File: config.mk
export PLATFORM = sky130hd
export DESIGN_NAME = gn2d_dot
export DESIGN_NICKNAME = d
export VERILOG_FILES = /design/src/hw/rtl/gn2d_dot.sv
export SDC_FILE = /design/constraint.sdc
export NUM_CORES = 2
export LEC_CHECK = 0
export BUFFER_PORTS_ARGS = -buffer_cell sky130_fd_sc_hd__buf_2
export CAP_MARGIN = 0
export CORE_AREA = 2 2 261 238
export DETAILED_ROUTE_END_ITERATION = 10
export DIE_AREA = 0 0 263 240
export GPL_ROUTABILITY_DRIVEN = 1
export PLACE_DENSITY = 0.53
export SLEW_MARGIN = 5
export SYNTH_ARGS = -nofsm -noshare
export SYNTH_HDL_FRONTEND = slang
export SYNTH_SLANG_ARGS = --single-unit
File: constraint.sdc
create_clock -name clk -period 9.6 [get_ports clk]
set_input_delay 1.44 -clock clk [delete_from_list [all_inputs] [get_ports clk]]
set_output_delay 1.44 -clock clk [all_outputs]
set_load 0.01 [all_outputs]
File: src/hw/rtl/gn2d_dot.sv
// ----------------------------------------------------------------------------
// gn2d_dot
// Corner dot product: offset times gradient, one corner per cycle.
// ----------------------------------------------------------------------------
module gn2d_dot (
    input  logic               clk,
    input  logic signed [17:0] dx,
    input  logic signed [17:0] dy,
    input  logic [31:0]        grad,
    output logic signed [35:0] dot
);

    logic signed [33:0] px_reg;
    logic signed [33:0] py_reg;

    // products registered, then summed
    always_ff @(posedge clk)
    begin
        px_reg <= dx * $signed(grad[15:0]);
        py_reg <= dy * $signed(grad[31:16]);
    end

    assign dot = 36'(px_reg) + 36'(py_reg);

endmodule

==> impl_results.md <==
* Crit path max fanout at 18
* Row count at 86
* Worst path arrival time at 7610 ps
* H-tree levels at 3
* WHS Endpoint: py_reg[0]$_DFF_P_
* Largest net degree at the start of global routing at 19
* Die Ht at 240 um
* Reg clk slew, reported paths at 50 ps
* Slew HR at 0.434
* Slowest-stage cell, CP: fa_1
* Library cells used by synthesis at 64
* Final WL at 55100 um
* Area leader, netlist: fa_1
* Die ar. at 0.0631 mm2
* Post-DP HPWL at 47600 um
* Crit Path Category: input port to flop
* Final #Nets at 3568
* Share of the synthesized area in the top cell type at 0.474
* DR DRC count at 0
* Register area share after synthesis at 0.0555
* CP bufs+invs at 5
* Die width at 263 um
* Grt ovf at 0
* Hold_sp: grad[16]
* Fin. Hold Viols at 0
* Initial antenna violation count at 3
* CP top delay family: adder cells
* GRT Total Usage at 0.187
* # fillers at 6041
* CTS Sinks at 68
* Syn-to-layout area delta at 6.21%
* Io pins at 105
* Least-Margin Pin Slew at 841 ps
* Startpoint Class: input port
* Synth area leaders: fa_1 47%, ha_1 11%, inv_1 10%
* Post-Syn Area at 0.0245 mm2
* Via density at 4.95
* CP peak stage delay at 890 ps
* Register Area at 0.00136 mm2
* Max Fclk at 136 MHz
* Synthesized Nets at 3535
* CTS root buf: clkbuf_16
* Port Buf Inserts at 104
* Final Max Tran Viols at 0
* Initial Utilization at 0.406
* Critical-path cell list: buf_2 > nand2_1 > inv_1 > fa_1 > fa_1 > fa_1 > fa_1 > fa_1 > inv_1 > fa_1 > inv_1 > ha_1 > inv_1 > nor2_1 > nand2_1 > nor3_1 > a21oi_1 > a21oi_1 > and2_1 > o21ai_0 > a221oi_1
* Max-cap viol count at 0
* TritonCTS buffer count at 9
* Routed Antenna Nets at 0
* First-pass GRT wire length at 94800 um
* Final period demand of the worst path at 7370 ps
* Vias at 17400
* PostCTS Resize Cnt at 0
* Worst path required time at 9840 ps
* Period utilization at 0.768
* Ys Warns at 0
* CP Capture Type: flop
* Initial drt markers at 781
* Critical Path Most Common Cell: fa_1
* Ys flop type: dfxtp_1
* Most common cell after layout, fill and taps aside: inv_1
* Initial DRT Pass Iterations at 5
* Final setup viols at 0
* Area of the core at 0.0605 mm2
* Drt wl/cell at 15.7 um
* Post-CTS Hold Fix Bufs at 0
* Number of global-route vias before repair at 18900
* Cell count after synthesis at 2679
* CTS tree: built
* Setup Fix Bufs, Post-CTS at 0
* Routability cong. at 0.847
* Post-synthesis average cell area at 9.16 um2
* Hold Crit Class: input port to flop
* Deepest clock path buffer count at 2
* Most frequent cells in the layout: 664 x inv_1, 581 x fa_1, 297 x nand2_1, 284 x and2_1, 206 x ha_1
* Share of post-route cells with drive strength above 1 at 0.0504
* Hold Path Depth at 2
* EDFF count, synth at 0
* #FFs+latches synth at 68
* Async S/R FF share, synth at 0
* Multi-input gate area at 0.0204 mm2
* RSZ-0062 raised after global routing: no
* Final TNS setup at 0 ps
* Outcome: finished clean
-- metal layers --
metal | vias to the layer above | global-route usage | wire length (um)
met1 | 9002 | 0.253 | 24100
li1 | 7988 | - | -
met5 | - | 0 | 0
met3 | 45 | 0.0192 | 2060
met2 | 327 | 0.332 | 28300
met4 | 0 | 0.0270 | 586
-- cells by family after synthesis --
| logic type | share of synthesized area |
|---|---|
| compound gates | 0.0642 |
| buf+inv | 0.114 |
| simple gates | 0.150 |
| xor+xnor | 0.0360 |
| flops | 0.0555 |
| mux | 0.00122 |
| fa+ha+maj | 0.579 |
-- how the worst max path moves through the flow --
stage               startpoint                 end  cells past startpoint
floorplan             grad[23]  py_reg[33]$_DFF_P_                     23
global placement      grad[17]  py_reg[30]$_DFF_P_                     21
detailed placement    grad[17]  py_reg[30]$_DFF_P_                     21
CTS                   grad[17]  py_reg[30]$_DFF_P_                     21
global route          grad[17]  py_reg[30]$_DFF_P_                     21
finish                grad[17]  py_reg[30]$_DFF_P_                     21
-- cell usage after synthesis (13+ instances only) --
cell / number
inv_1: 664
fa_1: 581
nand2_1: 297
and2_1: 284
ha_1: 206
xnor2_1: 80
a21oi_1: 79
clkbuf_1: 79
dfxtp_1: 68
nor2_1: 65
o21ai_0: 40
a21o_1: 39
nand2b_1: 21
xor2_1: 21
nor3_1: 14
nand3_1: 13
nor2b_1: 13
-- stage by stage --
step	setup WS, ps	instances	utilization	hold slack (ps)	cell area, um2
after floorplan	2510	2679	-	1560	24500
after global placement	2060	3493	0.426	1910	25700
after detailed placement	1910	3493	0.426	1910	25700
after CTS	2260	3509	0.431	1550	26100
after global routing	1830	3510	0.431	1570	26100
final	2230	3510	0.431	1550	26100
-- cell type report --
type,instances,area share
multi-input cells,1865,0.782
clock inverters,3,0.00163
diodes,1,0.0000960
inverters,664,0.0956
flip-flops and latches,68,0.0522
repair buffers,104,0.0200
clock buffers,13,0.0107
well taps,792,0.0380
Power is left out: the tool's default activity adds up to more than one toggle a clock period on the data nets, which glitch-free logic cannot reach.
